--- config.mk ---
export PLATFORM = sky130hd
export DESIGN_NAME = rss_front
export DESIGN_NICKNAME = d
export VERILOG_FILES = /design/src/rtl/read_symbol_statistics_defines.svh /design/src/rtl/rss_pkg.sv /design/src/rtl/rss_front.sv
export SDC_FILE = /design/constraint.sdc
export NUM_CORES = 1
export LEC_CHECK = 0
export BUFFER_PORTS_ARGS = -buffer_cell sky130_fd_sc_hd__buf_2
export CORE_MARGIN = 2
export CORE_UTILIZATION = 50
export DETAILED_ROUTE_END_ITERATION = 12
export PLACE_DENSITY = 0.85
export SYNTH_ARGS = -nofsm -noshare
export SYNTH_HDL_FRONTEND = slang
export SYNTH_SLANG_ARGS = --single-unit
--- constraint.sdc ---
create_clock -name clk -period 9.9 [get_ports clk]
set_input_delay 1.485 -clock clk [delete_from_list [all_inputs] [get_ports clk]]
set_output_delay 1.485 -clock clk [all_outputs]
set_load 0.01 [all_outputs]
--- src/rtl/read_symbol_statistics_defines.svh ---
// ---------------------------------------------------------------------------
// read symbol statistics assertion macros
// concurrent check helpers, empty in synthesis
// ---------------------------------------------------------------------------
`ifndef READ_SYMBOL_STATISTICS_DEFINES_SVH
`define READ_SYMBOL_STATISTICS_DEFINES_SVH

`ifndef SYNTHESIS
`define RSS_ASSERT_NEVER(label, clk, rst, expr) \
  label: assert property (@(posedge clk) disable iff (rst) !(expr)) \
    else $error("rss check failed: never condition");
`define RSS_ASSERT_IMPLY(label, clk, rst, ante, cons) \
  label: assert property (@(posedge clk) disable iff (rst) (ante) |-> (cons)) \
    else $error("rss check failed: same cycle implication");
`define RSS_ASSERT_NEXT(label, clk, rst, ante, cons) \
  label: assert property (@(posedge clk) disable iff (rst) (ante) |=> (cons)) \
    else $error("rss check failed: next cycle implication");
`else
`define RSS_ASSERT_NEVER(label, clk, rst, expr)
`define RSS_ASSERT_IMPLY(label, clk, rst, ante, cons)
`define RSS_ASSERT_NEXT(label, clk, rst, ante, cons)
`endif

`endif

--- src/rtl/rss_pkg.sv ---
// ---------------------------------------------------------------------------
// rss_pkg
// shared constants, command type and helpers of the symbol statistics block
// ---------------------------------------------------------------------------
`timescale 1ns / 1ps

package rss_pkg;

  localparam int SYMBOLS    = 256;
  localparam int SYM_BITS   = $clog2(SYMBOLS);
  localparam int COUNT_BITS = 32;
  localparam int RUN_BITS   = 16;
  localparam int TAIL_BITS  = 16;
  localparam int QDEPTH     = 4;
  localparam int QPTR_BITS  = $clog2(QDEPTH);

  localparam logic [SYM_BITS-1:0] N_SYMBOL = 8'h4E;

  localparam logic [1:0] FUNC_PAIR  = 2'd0;
  localparam logic [1:0] FUNC_EMPTY = 2'd1;
  localparam logic [1:0] FUNC_READ  = 2'd2;

  localparam logic [COUNT_BITS-1:0] COUNT_MAX = '1;
  localparam logic [RUN_BITS-1:0]   RUN_MAX   = '1;
  localparam logic [TAIL_BITS-1:0]  TAIL_MAX  = '1;

  typedef struct packed {
    logic                  is_read;
    logic                  seq_en;
    logic [SYM_BITS-1:0]   seq_addr;
    logic                  qual_en;
    logic [SYM_BITS-1:0]   qual_addr;
    logic                  tail_en;
    logic [SYM_BITS-1:0]   tail_addr;
    logic                  run_en;
    logic [SYM_BITS-1:0]   run_addr;
    logic [RUN_BITS-1:0]   run_len;
    logic [SYM_BITS-1:0]   index;
    logic [COUNT_BITS-1:0] record_count;
    logic [COUNT_BITS-1:0] total_symbols;
    logic [7:0]            qual_min;
    logic [7:0]            qual_max;
    logic [7:0]            n_qual_min;
    logic [7:0]            n_qual_max;
  } cmd_t;

  function automatic logic [COUNT_BITS-1:0] count_inc(input logic [COUNT_BITS-1:0] v);
    return (v == COUNT_MAX) ? v : v + 1'b1;
  endfunction

endpackage

--- src/rtl/rss_front.sv ---
// ---------------------------------------------------------------------------
// rss_front
// accepts items, tracks runs, tails, quality ranges and totals, issues store commands
// ---------------------------------------------------------------------------
`timescale 1ns / 1ps

module rss_front (
  input  logic                    clk,
  input  logic                    rst,
  input  logic                    in_valid,
  output logic                    in_stall,
  input  logic [1:0]              func,
  input  logic [7:0]              seq_byte,
  input  logic [7:0]              qual_byte,
  input  logic                    last_of_record,
  input  logic [7:0]              index,
  input  logic [15:0]             min_tail,
  input  logic                    q_full,
  output logic                    q_push,
  output rss_pkg::cmd_t           q_cmd
);
  import rss_pkg::*;

  logic [COUNT_BITS-1:0] records_seen, records_seen_next;
  logic [COUNT_BITS-1:0] symbols_seen, symbols_seen_next;
  logic [7:0] qual_low, qual_low_next, qual_high, qual_high_next;
  logic [7:0] n_low, n_low_next, n_high, n_high_next;
  logic [SYM_BITS-1:0] run_symbol, run_symbol_next;
  logic [RUN_BITS-1:0] run_length, run_length_next;
  logic run_open, run_open_next;
  logic [7:0] tail_symbol, tail_symbol_next;
  logic [TAIL_BITS-1:0] tail_run, tail_run_next;

  logic accept, is_pair, is_empty, is_read, rec_end, same_run, close_prev, tail_cont;
  logic e_run_open;
  logic [SYM_BITS-1:0] e_run_sym;
  logic [RUN_BITS-1:0] e_run_len;
  logic [7:0] e_tail_sym;
  logic [TAIL_BITS-1:0] e_tail_run;
  logic none_seen;

  assign in_stall = q_full;
  assign accept   = in_valid && !q_full;

  always_comb begin
    is_pair  = (func == FUNC_PAIR);
    is_empty = (func == FUNC_EMPTY);
    is_read  = (func == FUNC_READ);
    rec_end  = (is_pair && last_of_record) || is_empty;
    same_run = run_open && (seq_byte == run_symbol);
    close_prev = is_pair && !same_run && run_open && (run_length != '0);
    tail_cont  = (tail_run != '0) && (qual_byte == tail_symbol);

    // run and tail state as seen by a record end in this item
    if (is_pair) begin
      e_run_open = 1'b1;
      e_run_sym  = seq_byte;
      e_run_len  = same_run ? ((run_length == RUN_MAX) ? run_length : run_length + 1'b1)
                            : '0;
      e_tail_sym = qual_byte;
      e_tail_run = tail_cont ? ((tail_run == TAIL_MAX) ? tail_run : tail_run + 1'b1)
                             : TAIL_BITS'(1);
    end else begin
      e_run_open = run_open;
      e_run_sym  = run_symbol;
      e_run_len  = run_length;
      e_tail_sym = tail_symbol;
      e_tail_run = tail_run;
    end

    none_seen = qual_low > qual_high;

    q_cmd = '0;
    q_cmd.is_read   = is_read;
    q_cmd.seq_en    = is_pair;
    q_cmd.seq_addr  = seq_byte;
    q_cmd.qual_en   = is_pair;
    q_cmd.qual_addr = qual_byte;
    q_cmd.tail_addr = e_tail_sym;
    q_cmd.tail_en   = rec_end && (e_tail_run != '0) && (e_tail_run >= min_tail)
                      && (e_tail_sym != '0);
    if (close_prev) begin
      q_cmd.run_en   = 1'b1;
      q_cmd.run_addr = run_symbol;
      q_cmd.run_len  = run_length;
    end else begin
      q_cmd.run_en   = rec_end && e_run_open && (e_run_len != '0);
      q_cmd.run_addr = e_run_sym;
      q_cmd.run_len  = e_run_len;
    end
    q_cmd.index         = index;
    q_cmd.record_count  = records_seen;
    q_cmd.total_symbols = symbols_seen;
    q_cmd.qual_min      = none_seen ? 8'd0 : qual_low;
    q_cmd.qual_max      = none_seen ? 8'd0 : qual_high;
    q_cmd.n_qual_min    = n_low;
    q_cmd.n_qual_max    = n_high;

    q_push = accept && (is_pair || is_empty || is_read);

    records_seen_next = records_seen;
    symbols_seen_next = symbols_seen;
    qual_low_next  = qual_low;
    qual_high_next = qual_high;
    n_low_next     = n_low;
    n_high_next    = n_high;
    run_symbol_next  = run_symbol;
    run_length_next  = run_length;
    run_open_next    = run_open;
    tail_symbol_next = tail_symbol;
    tail_run_next    = tail_run;

    if (accept && is_pair) begin
      symbols_seen_next = count_inc(symbols_seen);
      if (qual_byte < qual_low)  qual_low_next  = qual_byte;
      if (qual_byte > qual_high) qual_high_next = qual_byte;
      if (seq_byte == N_SYMBOL) begin
        if (qual_byte < n_low)  n_low_next  = qual_byte;
        if (qual_byte > n_high) n_high_next = qual_byte;
      end
      run_symbol_next  = e_run_sym;
      run_length_next  = e_run_len;
      run_open_next    = 1'b1;
      tail_symbol_next = e_tail_sym;
      tail_run_next    = e_tail_run;
    end
    if (accept && rec_end) begin
      records_seen_next = count_inc(records_seen);
      run_symbol_next  = '0;
      run_length_next  = '0;
      run_open_next    = 1'b0;
      tail_symbol_next = '0;
      tail_run_next    = '0;
    end
  end

  always_ff @(posedge clk) begin
    if (rst) begin
      records_seen <= '0;
      symbols_seen <= '0;
      qual_low  <= 8'd255;
      qual_high <= 8'd0;
      n_low     <= 8'd255;
      n_high    <= 8'd0;
      run_symbol  <= '0;
      run_length  <= '0;
      run_open    <= 1'b0;
      tail_symbol <= '0;
      tail_run    <= '0;
    end else begin
      records_seen <= records_seen_next;
      symbols_seen <= symbols_seen_next;
      qual_low  <= qual_low_next;
      qual_high <= qual_high_next;
      n_low     <= n_low_next;
      n_high    <= n_high_next;
      run_symbol  <= run_symbol_next;
      run_length  <= run_length_next;
      run_open    <= run_open_next;
      tail_symbol <= tail_symbol_next;
      tail_run    <= tail_run_next;
    end
  end

endmodule

== Word-level counts from Yosys, hierarchy flattened ==
Cells that the tools add are included.

* Word-level logic and storage cells: 77
* Output and inout port bits: 159
* Latch bits: 0
* Bits of input ports: 47
* Memories: 0
* Bits in writable memories: 0
* Memory bits (read-only): 0
* Register bits after elaboration: 145

* Muxes and demuxes: 12
* Bitwise operators: 2
* Divide/modulo/power cells: 0
* $add $sub $neg: 4
* Shift-type cells: 0
* Multiply operators: 0
* Equal/unequal tests: 9
* Reductions and logical operators: 33
* $lt $le $gt $ge: 6

{| class="wikitable"
|+ Operators by type and width
! operator !! count
|-
| 16-bit two-way mux || 6
|-
| 32-bit by 1-bit adder with 32-bit output (second input constant) || 2
|-
| 32-bit == test (second input constant) || 2
|-
| 16-bit nonzero test || 4
|-
| 16-bit by 1-bit adder with 16-bit output (second input constant) || 2
|-
| 16-bit == test (second input constant) || 2
|-
| 8-bit two-way mux || 4
|-
| 25-bit two-way mux || 1
|-
| 8-bit > comparator || 3
|-
| 8-bit == test || 2
|-
| 16-bit greater-or-equal comparator || 1
|-
| 8-bit less-than comparator || 2
|-
| 1-bit logical AND || 15
|-
| 8-bit by 7-bit == test with 1-bit output (second input constant) || 1
|-
| 2-bit AND reduction || 4
|-
| 8-bit nonzero test || 1
|-
| 3-bit AND reduction || 2
|-
| 1-bit logical OR || 3
|-
| 2-bit by 1-bit == test with 1-bit output (second input constant) || 1
|-
| 2-bit == test (second input constant) || 1
|-
| 1-bit zero test || 2
|-
| 2-bit zero test || 1
|-
| 1-bit inverter || 2
|-
| 2-bit OR reduction || 1
|-
| 1-bit two-way mux || 1
|}

== Depth between registers and ports, before layout ==
* Depth in word-level cells: 8
* Mapped depth: 15
* Depth with buffers taken out: 14

== Least setup slack after synthesis ==
Ideal clock, no wire load.

* Kind: in2out
* Start point: in func[1]
* End point: out q_cmd[137] in the netlist's numbering
* Arrival time: 3.950 ns
* Path buffers: 3
* Data required time: 8.415 ns
* Stages on the path: 14
* Slack: 4.465 ns
* Cells stage by stage: or2_2 buf_6 buf_2 buf_1 nor4_1 xnor2_1 nor2_1 ha_1 nand4_1 nor3_1 o41ai_1 a31oi_1 o31ai_1 a41oi_1

{| class="wikitable"
|+ RTL lines
! element !! line !! RTL
|-
| start, declared || rss_front.sv:12 || <nowiki>input logic [1:0] func,</nowiki>
|-
| end, declared || rss_front.sv:20 || <nowiki>output rss_pkg::cmd_t q_cmd</nowiki>
|}

==> flow_summary.yaml <==
synthesis:
  yosysSeqAreaShare_pct: 30.7
  synth-simple-area-share_pct: 27.3
  synth.top_cells.by_count: "nor2_1 (174), dfxtp_1 (145), nand2_1 (140)"
  yosys_warnings: 0
  synth_top_family_by_area: "simple AND/OR/NAND/NOR gates"
  syn-mean-instance-area_um2: 7.68
  synth_xor_xnor_area_share_pct: 7.86
  synthTopCellsByArea: "dfxtp_1 (31%), ha_1 (7.9%), nor2_1 (6.9%), nand2_1 (5.6%), a21oi_1 (4.3%)"
  synth_top_area_cell: "dfxtp_1"
  ys_async_sr_fraction_pct: 0
  yosysMostFrequentCell: "nor2_1"
  synth_edf_count: 0
  netlist_instances: 1233
  netlist.area_leader.share_pct: 30.7
  synth-compound-area-share_pct: 13.4
  synth_nets: 1340
  synth_ff_type: "dfxtp_1"
  synth_cell_type_count: 65
  synthAdderAreaFrac_pct: 7.93
  synth.area.mux_share_pct: 5.18
  synth-seq-cells: 145
  synth_area_um2: 9470
cts:
  clkTransAtPathRegs_ps: 60
  ctsLongestPathBuffers: 2
  cts_tree: "yes"
  worstSkewPairLatency_ps: 430
  htree_levels: 4
  cts_setup_buffers: 0
  cts_sinks: 145
  root_buffer: "clkbuf_16"
  ctsResizeCount: 0
  cts_made_buffers: 17
  postCtsHoldBufs: 0
power:
  p_leak_uw: 0.00469
  p_per_area_nw_per_um2: 125
  p_clk_share_pct: 48.3
  p_switching_uw: 333
  p_sw_share_pct: 24.5
  p_int_uw: 1020
  p_comb_share_pct: 8.2
  seq_power_share_pct: 43.6
  vdd.ir_drop.worst_v: 0.000166
final_layout:
  fin_nets: 1459
  fill_cells: 1676
  drive_gt1_share_pct: 19.3
  antennaDiodeCount: 0
  syn2layout_area_growth_pct: 14.7
detailed_routing:
  detail_route.vias_per_cell: 5.82
  wl_um: 26100
  drt_iter0_markers: 615
  wire_per_inst_um: 16.3
  antenna_left: 0
  drc_errors: 0
  drt-pass1-iter-count: 7
  dr_total_vias: 9305
run_status:
  status: "complete, no violations"
global_routing:
  grt.overflow.total: 0
  grt_max_degree: 106
  grt_usage_pct: 25.7
  grt_pass1_vias: 8644
  antenna_found_initial: 0
  grt_pass1_wl_um: 42200
setup_path:
  slowest_delay_ps: 560
  end_kind: "primary output"
  crit_type: "input pin to primary output"
  worstSetupStartpointType: "input pin"
  crit_slowest_cell: "or2_2"
  r2r_cells: 7
  cp_cell_sequence: "buf_2 > or2_2 > nor2_1 > nand2_1 > xor2_1 > nor2_1 > ha_1 > o21ai_0 > a21oi_1 > o41ai_1 > a31oi_1 > o31ai_1 > a41oi_1 > buf_2"
  required_ps: 8420
  worst-path-max-fanout: 28
  cp.arrival_ps: 4680
  reg2reg_from: "records_seen[20]$_SDFFE_PP0P_"
  rr_endpoint: "records_seen[29]$_SDFFE_PP0P_"
  regToRegSetupSlack_ps: 7110
timing:
  rsz0062_at_grt: "false"
  slew_violations: 0
  fmax_mhz: 162
  slew_headroom_pct: 18.6
  fin_skew_ps: 8.87
  fin_crit_ps: 6160
  fin_crit_sh_pct: 62.3
  hold_violations: 0
  setup_viol: 0
  tns_ps: 0
  tightest_slew_ps: 1210
  finalWorstSetupSlack_ps: 3740
placed_design:
  dp_hpwl_um: 18700
  gp_congestion: 0.951
  portBuffers: 189
  place_ws_ps: 3840
die:
  rows: 50
  core-area_um2: 18600
  boundaryPins: 206
  die_area_um2: 20000
  start_util_pct: 50.8
  die_y_um: 142
  die_w_um: 142
hold_path:
  holdPathStages: 2
  holdPathEnd: "run_symbol[2]$_SDFFE_PP0P_"
  worst_hold_startpoint: "run_symbol[2]$_SDFFE_PP0P_"
  holdCritPathClass: "flop to flop"
run:
  maxCapViolCount: 0
layout make-up:
class	instances	area [um^2]	area share (%)
Clock buffer	19	433	3.99
Clock inverter	12	160	1.47
Inverter	60	228	2.10
Multi-Input combinational cell	934	5860	54.0
Sequential cell	145	2900	26.7
Tap cell	234	293	2.70
Timing Repair Buffer	194	983	9.06
registers in the layout, indices dropped and copies added, names as in the netlist:
signal        cells
records_seen     32
symbols_seen     32
run_length       16
tail_run         16
n_high            8
n_low             8
qual_high         8
qual_low          8
run_symbol        8
tail_symbol       8
run_open          1
layer usage:
metal	share of wire (%)	GRT usage, %	vias to the layer above
li1	-	-	4504
met1	43	32.3	4351
met2	45	42.0	402
met3	9.4	8.13	48
met4	2.1	8.63	0
met5	0	0	-
critical path, delay by kind of cell:
kind | cells | cell delay (ps)
XOR/XNOR | 1 | 330
AND/OR/NAND/NOR | 4 | 1340
buffers and inverters | 2 | 280
adder cells (fa/ha/maj) | 1 | 270
AO/OA/AOI/OAI | 6 | 950
stage by stage:
step | total power (uW) | hold WS (ps) | cells | utilization (%) | instance area (um^2)
3_5_place_dp | 712 | 477 | 1567 | 55.1 | 10300
3_3_place_gp | 709 | 469 | 1567 | 55.1 | 10300
5_1_grt | 1400 | 511 | 1598 | 58.2 | 10900
6_report | 1350 | 483 | 1598 | 58.2 | 10900
2_1_floorplan | 678 | 458 | 1233 | - | 9470
4_1_cts | 1360 | 487 | 1598 | 58.2 | 10900
power groups by stage:
stage	Sequential [uW]	Combinational [uW]	Clock, uW
floorplan	602	76.1	0
CTS	590	110	663
finish	590	110	654
detailed placement	603	109	0
global route	590	122	691
global placement	603	106	0
placed cells by master, fill, tap and decap left out, drive strengths merged, types with 4 or more instances in the layout:
cell type and instances:
nand4 35, o211ai 4, or3 17, o21ai 35
inv 62, nor2 174, a21o 17, a31o 6
nand2 141, nand3 49, or2 8, and3 8
xor2 46, nor4b 4, ha 60, a211oi 7
and4 14, a311oi 6, clkbuf 19, nor4 25
mux2i 40, xnor2 39, a31oi 13, or4 4
o21a 7, nor3 32, and2 5, mux2 8
nor2b 10, nand2b 9, dfxtp 145, clkinv 7
o31ai 6, buf 194, a21oi 82
cell families after synthesis:
logic type | count (synthesis)
AO/OA/AOI/OAI | 201
XOR/XNOR | 85
adder cells (fa/ha/maj) | 60
buffers and inverters | 154
flip-flops | 145
multiplexers | 48
AND/OR/NAND/NOR | 540
worst max-delay path by stage:
stage	startpoint	end	cells past startpoint
finish	func[1]	q_cmd[137]	14
global route	func[1]	q_cmd[137]	14
CTS	func[1]	q_cmd[137]	14
detailed placement	func[1]	q_cmd[137]	14
global placement	func[1]	q_cmd[137]	14
floorplan	func[1]	q_cmd[137]	14
No activity file was read; power rests on OpenSTA's default activity.
