--- config.mk ---
export PLATFORM = sky130hd
export DESIGN_NAME = rss_queue
export DESIGN_NICKNAME = d
export VERILOG_FILES = /design/src/rtl/rss_pkg.sv /design/src/rtl/rss_queue.sv
export VERILOG_INCLUDE_DIRS = /design/src /design/src/rtl
export SDC_FILE = /design/constraint.sdc
export NUM_CORES = 1
export LEC_CHECK = 0
export ABC_AREA = 1
export BUFFER_PORTS_ARGS = -buffer_cell sky130_fd_sc_hd__buf_4
export CAP_MARGIN = 20
export CORE_MARGIN = 2
export CORE_UTILIZATION = 62
export DETAILED_ROUTE_END_ITERATION = 12
export PLACE_DENSITY = 0.92
export SYNTH_ARGS = -nofsm -noshare
export SYNTH_HDL_FRONTEND = slang
export SYNTH_SLANG_ARGS = --single-unit
export TNS_END_PERCENT = 1
--- constraint.sdc ---
create_clock -name clk -period 11.4 [get_ports clk]
set_clock_uncertainty 0.2 [all_clocks]
set_input_delay 2.28 -clock clk [delete_from_list [all_inputs] [get_ports clk]]
set_output_delay 2.28 -clock clk [all_outputs]
set_load 0.1 [all_outputs]
--- src/rtl/read_symbol_statistics_defines.svh ---
// ---------------------------------------------------------------------------
// read symbol statistics assertion macros
// concurrent check helpers, empty in synthesis
// ---------------------------------------------------------------------------
`ifndef READ_SYMBOL_STATISTICS_DEFINES_SVH
`define READ_SYMBOL_STATISTICS_DEFINES_SVH

`ifndef SYNTHESIS
`define RSS_ASSERT_NEVER(label, clk, rst, expr) \
  label: assert property (@(posedge clk) disable iff (rst) !(expr)) \
    else $error("rss check failed: never condition");
`define RSS_ASSERT_IMPLY(label, clk, rst, ante, cons) \
  label: assert property (@(posedge clk) disable iff (rst) (ante) |-> (cons)) \
    else $error("rss check failed: same cycle implication");
`define RSS_ASSERT_NEXT(label, clk, rst, ante, cons) \
  label: assert property (@(posedge clk) disable iff (rst) (ante) |=> (cons)) \
    else $error("rss check failed: next cycle implication");
`else
`define RSS_ASSERT_NEVER(label, clk, rst, expr)
`define RSS_ASSERT_IMPLY(label, clk, rst, ante, cons)
`define RSS_ASSERT_NEXT(label, clk, rst, ante, cons)
`endif

`endif

--- src/rtl/rss_pkg.sv ---
// ---------------------------------------------------------------------------
// rss_pkg
// shared constants, command type and helpers of the symbol statistics block
// ---------------------------------------------------------------------------
`timescale 1ns / 1ps

package rss_pkg;

  localparam int SYMBOLS    = 256;
  localparam int SYM_BITS   = $clog2(SYMBOLS);
  localparam int COUNT_BITS = 32;
  localparam int RUN_BITS   = 16;
  localparam int TAIL_BITS  = 16;
  localparam int QDEPTH     = 4;
  localparam int QPTR_BITS  = $clog2(QDEPTH);

  localparam logic [SYM_BITS-1:0] N_SYMBOL = 8'h4E;

  localparam logic [1:0] FUNC_PAIR  = 2'd0;
  localparam logic [1:0] FUNC_EMPTY = 2'd1;
  localparam logic [1:0] FUNC_READ  = 2'd2;

  localparam logic [COUNT_BITS-1:0] COUNT_MAX = '1;
  localparam logic [RUN_BITS-1:0]   RUN_MAX   = '1;
  localparam logic [TAIL_BITS-1:0]  TAIL_MAX  = '1;

  typedef struct packed {
    logic                  is_read;
    logic                  seq_en;
    logic [SYM_BITS-1:0]   seq_addr;
    logic                  qual_en;
    logic [SYM_BITS-1:0]   qual_addr;
    logic                  tail_en;
    logic [SYM_BITS-1:0]   tail_addr;
    logic                  run_en;
    logic [SYM_BITS-1:0]   run_addr;
    logic [RUN_BITS-1:0]   run_len;
    logic [SYM_BITS-1:0]   index;
    logic [COUNT_BITS-1:0] record_count;
    logic [COUNT_BITS-1:0] total_symbols;
    logic [7:0]            qual_min;
    logic [7:0]            qual_max;
    logic [7:0]            n_qual_min;
    logic [7:0]            n_qual_max;
  } cmd_t;

  function automatic logic [COUNT_BITS-1:0] count_inc(input logic [COUNT_BITS-1:0] v);
    return (v == COUNT_MAX) ? v : v + 1'b1;
  endfunction

endpackage

--- src/rtl/rss_queue.sv ---
// ---------------------------------------------------------------------------
// rss_queue
// short command queue between front and back
// ---------------------------------------------------------------------------
`timescale 1ns / 1ps
`include "read_symbol_statistics_defines.svh"

module rss_queue (
  input  logic          clk,
  input  logic          rst,
  input  logic          push,
  input  rss_pkg::cmd_t push_cmd,
  input  logic          pop,
  output rss_pkg::cmd_t head,
  output logic          empty,
  output logic          full
);
  import rss_pkg::*;

  cmd_t slots [QDEPTH];
  logic [QPTR_BITS-1:0] wr_ptr, rd_ptr;
  logic [QPTR_BITS:0]   count;

  assign empty = (count == '0);
  assign full  = (count == (QPTR_BITS+1)'(QDEPTH));
  assign head  = slots[rd_ptr];

  always_ff @(posedge clk) begin
    if (push) begin
      slots[wr_ptr] <= push_cmd;
    end
  end

  always_ff @(posedge clk) begin
    if (rst) begin
      wr_ptr <= '0;
      rd_ptr <= '0;
      count  <= '0;
    end else begin
      if (push) wr_ptr <= wr_ptr + 1'b1;
      if (pop)  rd_ptr <= rd_ptr + 1'b1;
      if (push && !pop) begin
        count <= count + 1'b1;
      end else if (pop && !push) begin
        count <= count - 1'b1;
      end
    end
  end

  `RSS_ASSERT_IMPLY(a_no_push_full, clk, rst, push, !full)
  `RSS_ASSERT_IMPLY(a_no_pop_empty, clk, rst, pop, !empty)
  `RSS_ASSERT_NEVER(a_count_range, clk, rst, count > (QPTR_BITS+1)'(QDEPTH))
  `RSS_ASSERT_NEXT(a_count_grows, clk, rst, push && !pop, count == $past(count) + 1'b1)

endmodule

# After elaboration in Yosys (flattened, before gate mapping)
# Memories as Yosys holds them, arrays and structs flattened. A register that Yosys moved wholly into a read port is not among the register bits.
# Cells that the tools add are included.
# classes
add_sub_neg	4
n_eq_ne	1
mux	6
reduce_logical	6
# ops
op	count
$mux 3	2
$add 2x1->2 const B	2
$mux 2	2
$add 3x1->3 const B	1
$eq 3x3->1 const B	1
$logic_not 3->1	1
$sub 3x1->3 const B	1
$logic_and 1x1->1	2
$logic_not 1->1	2
$mux 1	2
$reduce_bool 2->1	1
# totals
ff_bits	7
ram_bits	628
in_bits	161
out_inout_bits	159
mem_count	1
# mem_list
name	words	width	rd	rd_ports_with_merged_regs	wr	line	source
slots	4	157	1	1	1	rss_queue.sv:20	cmd_t slots [QDEPTH];

# Depth between registers and ports, before layout
# Gate-level depths: netlist (run 1).
# depth
depth_word	4
mapped_depth	10

# Least setup slack after synthesis (run 1)
# OpenSTA, ideal clock, no wires.
# synth_timing
path_kind	input port to flip-flop
from	in push
to	mem slots[0][0] in the netlist's numbering, enable pin
setup_time_ps	509
t_arrival_ps	5333
required_time_ps	10691
setup_slack_ps	5358
cell_stages	2
path_cell_list	nand2_1 -> inv_1
# synth_via
elab_chain_cells	2
# synth_rtl
element	line	source
start, declared	rss_queue.sv:11	input logic push,
$mux 1	rss_queue.sv:29	if (push) begin
$mux 1 (not written as such)	rss_queue.sv:30	slots[wr_ptr] <= push_cmd;
end, declared	rss_queue.sv:20	
# Every way passes these cells.

==> results of run 1 <==
[through the flow]
| stage | instances | instance area [µm²] | hold slack, ns | power (mW) | utilization (%) |
|---|---|---|---|---|---|
| 6_report | 2427 | 28000 | 0.275 | 5.57 | 74.3 |
| 5_1_grt | 2426 | 28000 | 0.276 | 5.72 | 74.3 |
| 4_1_cts | 2423 | 28000 | 0.261 | 5.58 | 74.2 |
| 3_5_place_dp | 2318 | 26200 | 0.239 | 3.82 | 69.6 |
| 3_3_place_gp | 2318 | 26200 | 0.221 | 3.78 | 69.6 |
| 2_1_floorplan | 1576 | 23700 | 0.212 | 3.56 | - |
[synth_stat cells]
cell type | n | area (µm²)
sky130_fd_sc_hd__buf_6 | 29 | 327
sky130_fd_sc_hd__nand4_1 | 1 | 6.26
sky130_fd_sc_hd__buf_4 | 3 | 22.5
sky130_fd_sc_hd__dfxtp_1 | 9 | 180
sky130_fd_sc_hd__inv_8 | 1 | 11.3
sky130_fd_sc_hd__clkbuf_2 | 1 | 5.00
sky130_fd_sc_hd__clkbuf_1 | 49 | 184
sky130_fd_sc_hd__inv_1 | 15 | 56.3
sky130_fd_sc_hd__edfxtp_1 | 628 | 18900
sky130_fd_sc_hd__buf_8 | 3 | 45.0
sky130_fd_sc_hd__fa_1 | 1 | 20.0
sky130_fd_sc_hd__ha_1 | 5 | 62.6
sky130_fd_sc_hd__nor2_1 | 320 | 1200
sky130_fd_sc_hd__a21oi_1 | 3 | 15.0
sky130_fd_sc_hd__nand3_1 | 1 | 5.00
sky130_fd_sc_hd__o21ai_0 | 281 | 1410
sky130_fd_sc_hd__inv_2 | 1 | 3.75
sky130_fd_sc_hd__buf_2 | 17 | 85.1
sky130_fd_sc_hd__o22ai_1 | 157 | 982
sky130_fd_sc_hd__nor3_1 | 2 | 10.0
sky130_fd_sc_hd__buf_1 | 1 | 3.75
sky130_fd_sc_hd__xor2_1 | 1 | 8.76
sky130_fd_sc_hd__o21ai_1 | 38 | 190
sky130_fd_sc_hd__nand2_1 | 9 | 33.8
[flip-flops by register name, summed over array words and instances, names as in the netlist, named ones only]
register,count
slots,628
count,3
rd_ptr,2
wr_ptr,2
[cells by family after synthesis]
| logic type | Yosys count | synth area share (%) |
|---|---|---|
| AO/OA/AOI/OAI | 479 | 10.9 |
| adder cells (fa/ha/maj) | 6 | 0.348 |
| flip-flops | 637 | 80.3 |
| XOR/XNOR | 1 | 0.0369 |
| AND/OR/NAND/NOR | 333 | 5.30 |
| buffers and inverters | 120 | 3.13 |
[cell type report]
class                           count  share of cell area [%]
Clock inverter                     32                   0.737
Clock buffer                       73                    5.46
Multi-Input combinational cell    819                    14.1
Antenna cell                        3                  0.0268
Timing Repair Buffer              335                    9.05
Inverter                           17                   0.335
Tap cell                          511                    2.28
Sequential cell                   637                    68.0
[routing by layer]
metal  global-route usage, %  up-vias
met5                       0        -
met4                    10.5        4
met3                    7.70      114
met2                    45.5      806
met1                    33.1     7416
li1                        -     6544
[worst max-delay path, cell delays in order (launching register included)]
cell                      delay (ns)
sky130_fd_sc_hd__dfxtp_4        0.38
sky130_fd_sc_hd__buf_4          0.34
sky130_fd_sc_hd__buf_16         0.33
sky130_fd_sc_hd__buf_4          0.86
sky130_fd_sc_hd__o21ai_0        0.32
sky130_fd_sc_hd__o22ai_1        0.28
sky130_fd_sc_hd__buf_4          0.34
[how the worst max path moves through the flow]
stage | to | cells past startpoint | slack, ns
4_1_cts | head[53] | 5 | 5.17
6_report | head[53] | 6 | 5.36
2_1_floorplan | slots[0][0] | 2 | 5.36
5_1_grt | head[53] | 6 | 5.30
3_3_place_gp | head[45] | 5 | 6.02
3_5_place_dp | head[53] | 5 | 5.85
[power by group through the flow]
stage | combinational (mW) | clock [mW] | sequential [mW]
floorplan | 0.803 | 0 | 2.76
global placement | 1.04 | 0 | 2.75
detailed placement | 1.06 | 0 | 2.75
CTS | 1.07 | 1.81 | 2.71
global route | 1.11 | 1.89 | 2.71
finish | 1.07 | 1.79 | 2.71
==> metrics list, run 1 <==
* Run status: finished, final reports clean
* Reg2Reg Setup Slack: between 8 and 9 ns
- CTS tree: built
- Source-to-sink clock delay at the later pin of the worst-skew pair: 0.59 ns
- Startpoint of the lowest-slack register-to-register path: wr_ptr[1]
* Final RePlAce weighted congestion: 0.752
- Startpoint class of the critical path: flop
- Type of the most critical hold path: reg2reg
- Maximum frequency from static timing analysis: 165 MHz
- The number of hold violations in the final report came to 0.
* Fill cell total of the finished layout: 2,035
- Post-route setup TNS: 0 ns
- The first routing iteration left about 1,600 violations.
- Synth Warn #: 0
- Met2 Routed Length: 28,300 µm
- Internal power of the cells: 3.87 mW
- After detailed routing, the number of remaining DRC violations is 0.
- Fraction of layout cells with a size suffix above 1: 22.0%
* Area overhead of the layout relative to synthesis: 18.0%
- Post-placement worst setup slack: roughly 5.8 ns
* Netlist area before placement: 0.0237 mm²
- Row Count: 71
* Highest net fanout along the worst path: 104
- The number of nets handed over by synthesis was about 1,700.
- Wire length per cell after detailed routing: around 23 µm
* Mean cell area of the mapped netlist: 15.1 µm²
- The region available for standard cell placement spans 0.0377 mm².
* Uppermost metal layer occupied by signal nets: met5
* Leakage power figure: slightly below 10 nW
* Total clock buffers created by CTS: 57
* First-pass GRT wire length: 80,700 µm
- At the pin with the least slew margin, the transition time is 1.07 ns.
* Master cell of the clock root buffer: sky130_fd_sc_hd__clkbuf_16
* Sequential cell area: 0.0190 mm²
- Fraction of power consumed by sequential logic: 48.6%
- Most common library cell in the layout ignoring fill and taps: sky130_fd_sc_hd__edfxtp_1
- The routed design uses 6020 µm of met3 wire.
- In this run the tool buffered the top-level ports with 319 buffer cells.
* Clk network pwr share: 32.2%
- Along the worst hold path, the cell count comes to 1.
* Time the final worst path needs with I/O delays and setup: 6.04 ns
* Number of maximum-capacitance constraint violations: 0
- STA classifies the critical path endpoint as a primary output.
- Data arrival time of the worst path: around 3.6 ns
* Power density over the cells: 199 mW/mm²
- The number of hold buffers added after CTS was 0.
- Setup repair after global routing left no endpoint under its margin.
- The worst register-to-register path ends at slots[1][100].
* CTS clk-pin slew, worst paths: 0.06 ns
- Headroom to the max-slew limit came out at approximately 29%.
- The die covers 0.0398 mm².
- The worst-case IR drop observed on VDD is 0.000176 V.
* HPWL after DPL: 30,200 µm
- Measured along the x axis, the die boundary spans 200 µm.
* CTS sink cnt: approximately 640
* Initial standard-cell utilization of the core: between 60% and 70%
- The final count of pins violating max slew was 0.
- Synthesized instance count: approximately 1,600
- Die Span Y: 200 µm
- In the global route stage, overall resource usage came out at 26.9%.
- Detailed routing inserted a total of ~15,000 vias.
* Number of unique standard cell types used by synthesis: 24
- Switching power total: 1.70 mW
- For this run the aggregate overflow at the end of global routing stands at 0.
- Via count of the first global-routing pass: 14,700
* Depth of the worst register-to-register path: 5
* Combinational fraction of design power: 19.3%
- The worst path uses 53.0% of the clock period.
* Cts repair resizes: 0
- Setup fix buffers added after clock tree synthesis: 0
- Maximum number of pins on one net before global-route repair: 149
- Net switching is 30.5% of the power.
* Required time reported for the critical path endpoint: 8.92 ns
- After detailed routing, the total wire length is 55,500 µm.
- CTS HTree Levels: 2
* Hold wc startpoint: rd_ptr[1]
* WL met1: slightly below 20,000 µm
- The multi-input combinational cells in the finished layout cover a total of 0.00394 mm².
* Number of vias per cell after detailed routing: 6.13
- Synthesis inferred 637 register bits.
- Antenna Violating Nets Remaining: 0
- The critical path is of the reg2out type.
- The worst path meets setup with 5.36 ns of slack.
- In the layout the commonest cells are 628 x sky130_fd_sc_hd__edfxtp_1, 334 x sky130_fd_sc_hd__buf_4, 320 x sky130_fd_sc_hd__nor2_1, 281 x sky130_fd_sc_hd__o21ai_0, 157 x sky130_fd_sc_hd__o22ai_1.
- Setup violations remaining at the end of the flow were counted as 0.
* Boundary Pins: 320
- The first detailed-routing pass ran for 6 iterations.
* Sequential-to-total area share from yosys stat: between 80% and 90%
- Net count reported at finish: 2,034
- The initial antenna violation count came to 5.
- The clock passes through at most 3 buffers.
Note: power is estimated with default switching activity, not from simulation.
==> run 2, diff against run 1 <==
--- a/config.mk
+++ b/config.mk
@@ -6,13 +6,13 @@
 export SDC_FILE = /design/constraint.sdc
 export NUM_CORES = 1
 export LEC_CHECK = 0
-export ABC_AREA = 1
+export ABC_AREA = 0
 export BUFFER_PORTS_ARGS = -buffer_cell sky130_fd_sc_hd__buf_4
 export CAP_MARGIN = 20
 export CORE_MARGIN = 2
-export CORE_UTILIZATION = 62
+export CORE_UTILIZATION = 51
 export DETAILED_ROUTE_END_ITERATION = 12
-export PLACE_DENSITY = 0.92
+export PLACE_DENSITY = 0.82
 export SYNTH_ARGS = -nofsm -noshare
 export SYNTH_HDL_FRONTEND = slang
 export SYNTH_SLANG_ARGS = --single-unit
==> constraint.sdc (replaced) <==
create_clock -name clk -period 5.1 [get_ports clk]
set_clock_uncertainty 0.2 [all_clocks]
set_input_delay 1.02 -clock clk [delete_from_list [all_inputs] [get_ports clk]]
set_output_delay 1.02 -clock clk [all_outputs]
set_load 0.1 [all_outputs]
==> metrics list, run 2 <==
- Run status: finished, final reports clean (unchanged)
* Total iterations of the first detailed-routing run: 4 (was 6)
- Type of the most critical hold path: reg2reg (unchanged)
* CTS clk-pin slew, worst paths: 0.06 ns (about the same)
- The final total power was 12.8 mW (was 5.57 mW).
- The number of hold violations in the final report came to 0 (unchanged).
* Layout Cell Area excl Fill: 0.0281 mm² (was 0.0280 mm²)
- Largest registers: slots x628, count x3 (unchanged).
- The data arrival time of the critical path was 2.75 ns (was 3.56 ns).
- Netlist area before placement: 0.0232 mm² (was 0.0237 mm²)
* CTS HTree Levels: 2 (unchanged)
- The non-filler instance count after layout was 1,869 (was 2,427).
- The synthesized area per cell came to 26.8 µm² (was 15.1 µm²).
* Sequential-to-total area share from yosys stat: 82.1% (was 80.3%)
- The proportion of synthesized flip-flops having asynchronous set or reset was 0% (unchanged).
- The remaining global-route overflow was 0 (unchanged).
- The critical path class is reg2out (unchanged).
- Synth Warn #: 0 (unchanged)
* Maximum frequency from static timing analysis: 252 MHz
- Final RePlAce weighted congestion: 0.730 (was 0.752)
* Area fraction of the dominant cell type after synthesis: 81.3% (was 79.5%)
* Die Span Y: 217 µm (was 200 µm)
- Pins over their slew limit: 0 (unchanged)
- The transition at the pin with the smallest max-transition slack came to 0.798 ns (was 1.07 ns).
- The most frequent cell after synthesis was sky130_fd_sc_hd__edfxtp_1 (unchanged).
- Area overhead of the layout relative to synthesis: 21.1% (was 18.0%)
- Top cells by instance count after synthesis: 628 x sky130_fd_sc_hd__edfxtp_1, 157 x sky130_fd_sc_hd__mux4_2, 14 x sky130_fd_sc_hd__buf_2 (was 628 x sky130_fd_sc_hd__edfxtp_1, 320 x sky130_fd_sc_hd__nor2_1, 281 x sky130_fd_sc_hd__o21ai_0)
* Ant. Diodes: 0 (was 3)
- EDFF count, synth: 628 (unchanged)
- The number of ports placed on the die boundary was 320 (unchanged).
* Setup repair after global routing missed its margin: no (unchanged)
* Row Count: 78 (was 71)
- The area of the placeable core came to 0.0451 mm² (was 0.0377 mm²).
- Worst-case vdd ir drop: 0.000376 V (was 0.000176 V)
* Cts repair resizes: 0 (unchanged)
- Biggest cell delay along the critical path: 0.88 ns (was 0.86 ns)
- The critical-path maximum fanout was 39 (was 104).
- The DRC marker count from the first detailed-route iteration came to 733 (was 1,587).
- The worst max-slew margin expressed relative to the limit is 46.8% (was 28.8%).
- The final sum of negative setup slack was 0 ns (unchanged).
* Worst Setup End Kind: primary output (unchanged)
* Wire length per cell after detailed routing: 23.8 µm (was 22.9 µm)
* Hold bufs inserted after CTS: 0 (unchanged)
- Vias after detailed routing: 10,300 (was 14,900)
* Most common library cell in the layout ignoring fill and taps: sky130_fd_sc_hd__edfxtp_1 (unchanged)
- Largest area contributor in the netlist: sky130_fd_sc_hd__edfxtp_1 (unchanged)
- Commonest non-fill, non-tap cells in the layout: 628 x sky130_fd_sc_hd__edfxtp_1, 321 x sky130_fd_sc_hd__buf_4, 157 x sky130_fd_sc_hd__mux4_2, 62 x sky130_fd_sc_hd__clkbuf_16, 16 x sky130_fd_sc_hd__clkinv_1 (was 628 x sky130_fd_sc_hd__edfxtp_1, 334 x sky130_fd_sc_hd__buf_4, 320 x sky130_fd_sc_hd__nor2_1, 281 x sky130_fd_sc_hd__o21ai_0, 157 x sky130_fd_sc_hd__o22ai_1)
- The ratio of routed vias to standard cells was 5.51 (was 6.13).
- CTS tree: built (unchanged)
- Time the final worst path needs with I/O delays and setup: 3.97 ns
* Total Routing Usage GR: 19.0% (was 26.9%)
* Largest register FFs: 628 (unchanged)
* Required time reported for the critical path endpoint: 3.88 ns (was 8.92 ns)
* Top_reg_cell synth: sky130_fd_sc_hd__edfxtp_1 (unchanged)
- The flip-flop and latch count after synthesis is 637 (unchanged).
* CTS sink cnt: 637 (unchanged)
- The root buffer selected by CTS was sky130_fd_sc_hd__clkbuf_16 (unchanged).
* Buffer depth of the longest clock path: 3 (unchanged)
* Number of buffer cells added on primary ports: 319 (unchanged)
* Fill cell total of the finished layout: 2,969 (was 2,035)
- Register name with the most flops: slots (unchanged)
- Net count reported at finish: 1,392 (was 2,034)
- The half-perimeter wire length of the detailed placement result was 26,400 µm (was 30,200 µm).
- The horizontal extent of the die was 217 µm (was 200 µm).
- Startpoint class of the critical path: flop (unchanged)
* CP Buf/Inv Count: 2 (was 4)
- Instance count after placement with tap cells included: 1,763 (was 2,318)
* Number of maximum-capacitance constraint violations: 0 (unchanged)
- Initial standard-cell utilization of the core: 51.4% (was 63.0%)
* Power density over the cells: 455 mW/mm² (was 199 mW/mm²)
- Drt total wl: 44,500 µm (was 55,500 µm)
- The master of the slowest instance on the critical path was sky130_fd_sc_hd__dfxtp_4 (was sky130_fd_sc_hd__buf_4).
- The full die area is 0.0472 mm² (was 0.0398 mm²).
- Family with the most delay on the worst path: flip-flops (was buffers and inverters)
- The standby leakage power came to 9.38 nW (was 9.72 nW).
* Dominant cells by area after synthesis: sky130_fd_sc_hd__edfxtp_1 81%, sky130_fd_sc_hd__mux4_2 15%, sky130_fd_sc_hd__buf_12 0.95% (was sky130_fd_sc_hd__edfxtp_1 79%, sky130_fd_sc_hd__o21ai_0 5.9%, sky130_fd_sc_hd__nor2_1 5.1%)
- Synthesized instance count: 864 (was 1,576)
- Maximum number of pins on one net before global-route repair: 89 (was 149)
* Setup fix buffers added after clock tree synthesis: 0 (unchanged)
* Fraction of layout cells with a size suffix above 1: 45.2% (was 22.0%)
* Net Count, Synth: 1,031 (was 1,743)
- The global-route wire length before repair came to 66,900 µm (was 80,700 µm).
- The final routed DRC violation total came to 0 (unchanged).
- The total clock buffers created by CTS is 60 (was 57).
- Via count of the first global-routing pass: 11,100 (was 14,700)
- The number of setup violations in the final report came to 0 (unchanged).
- The antenna violation net count after detailed routing is 0 (unchanged).
* Critical-path cell list: buf_12 -> mux4_2 -> buf_4 (was buf_4 -> buf_16 -> buf_4 -> o21ai_0 -> o22ai_1 -> buf_4)
- Antenna violations before repair: 0 (was 5)
* Number of unique standard cell types used by synthesis: 23 (was 24)
* Instance area at placement: 0.0263 mm² (was 0.0262 mm²)
- The clock network latency to the later pin of the worst-skew pair was 0.60 ns (was 0.59 ns).
- Post-route fraction of the period consumed by the critical path: 77.9%
run 2: cell types whose count changed after synthesis, sizes merged, moves of 4 or more:
cell    change
inv        -13
clkbuf     -48
o22ai     -157
nand2       -8
nor2      -313
and2        +4
mux4      +157
buf        -19
o21ai     -318
run 2: power breakdown:
part	internal (mW)	total (mW)	switching (mW)
clock network	2.35	4.10	1.75
logic	0.648	2.58	1.93
registers	6.02	6.11	0.0914
run 2: metal layers:
layer	share of wire, %	up-vias	global-route usage [%]
li1	-	4469	-
met1	40	5395	25.3
met2	50	378	30.8
met3	7.6	64	5.09
met4	2.3	0	6.00
met5	0	-	0
run 2: kinds of logic (layout without fill, tap and decap cells):
| logic type | count (synthesis) | count (layout) | synth area share [%] |
|---|---|---|---|
| multiplexers | 159 | 159 | 15.3 |
| adder cells (fa/ha/maj) | 6 | 6 | 0.356 |
| AND/OR/NAND/NOR | 15 | 15 | 0.318 |
| flip-flops | 637 | 637 | 82.1 |
| AO/OA/AOI/OAI | 2 | 2 | 0.0431 |
| buffers and inverters | 40 | 445 | 1.69 |
| XOR/XNOR | 5 | 5 | 0.189 |
run 2: worst paths after layout:
check,slack [ns],end,cells after the start,startpoint
max,1.13,head[71],3,flop
min,0.33,count[2],2,count[2]
max reg2reg,3.02,slots[2][13],4,wr_ptr[0]
min reg2reg,0.33,count[2],2,count[2]
run 2: layout make-up:
| type | count | area, µm² | share of cell area (%) |
|---|---|---|---|
| multi-input cells | 187 | 3780 | 13.4 |
| clock inverters | 30 | 219 | 0.779 |
| inverters | 4 | 15.0 | 0.0534 |
| clock buffers | 76 | 1600 | 5.71 |
| repair buffers | 335 | 2690 | 9.57 |
| flip-flops and latches | 637 | 19000 | 67.8 |
| well taps | 600 | 751 | 2.67 |
run 2: worst reg2reg max path: stages, from the launching register on:
cell and delay (ns):
sky130_fd_sc_hd__dfxtp_1 0.35, sky130_fd_sc_hd__inv_1 0.11, sky130_fd_sc_hd__ha_1 0.17, sky130_fd_sc_hd__and2_4 0.39, sky130_fd_sc_hd__buf_12 0.39
run 2: stage by stage:
| stage | hold slack (ns) | util, % | worst slack, ns |
|---|---|---|---|
| after global placement | 0.281 | 58.3 | 1.68 |
| after floorplan | 0.266 | - | -0.234 |
| after global routing | 0.363 | 62.3 | 0.912 |
| after detailed placement | 0.309 | 58.3 | 1.66 |
| after CTS | 0.323 | 62.3 | 0.993 |
| final | 0.326 | 62.3 | 1.13 |
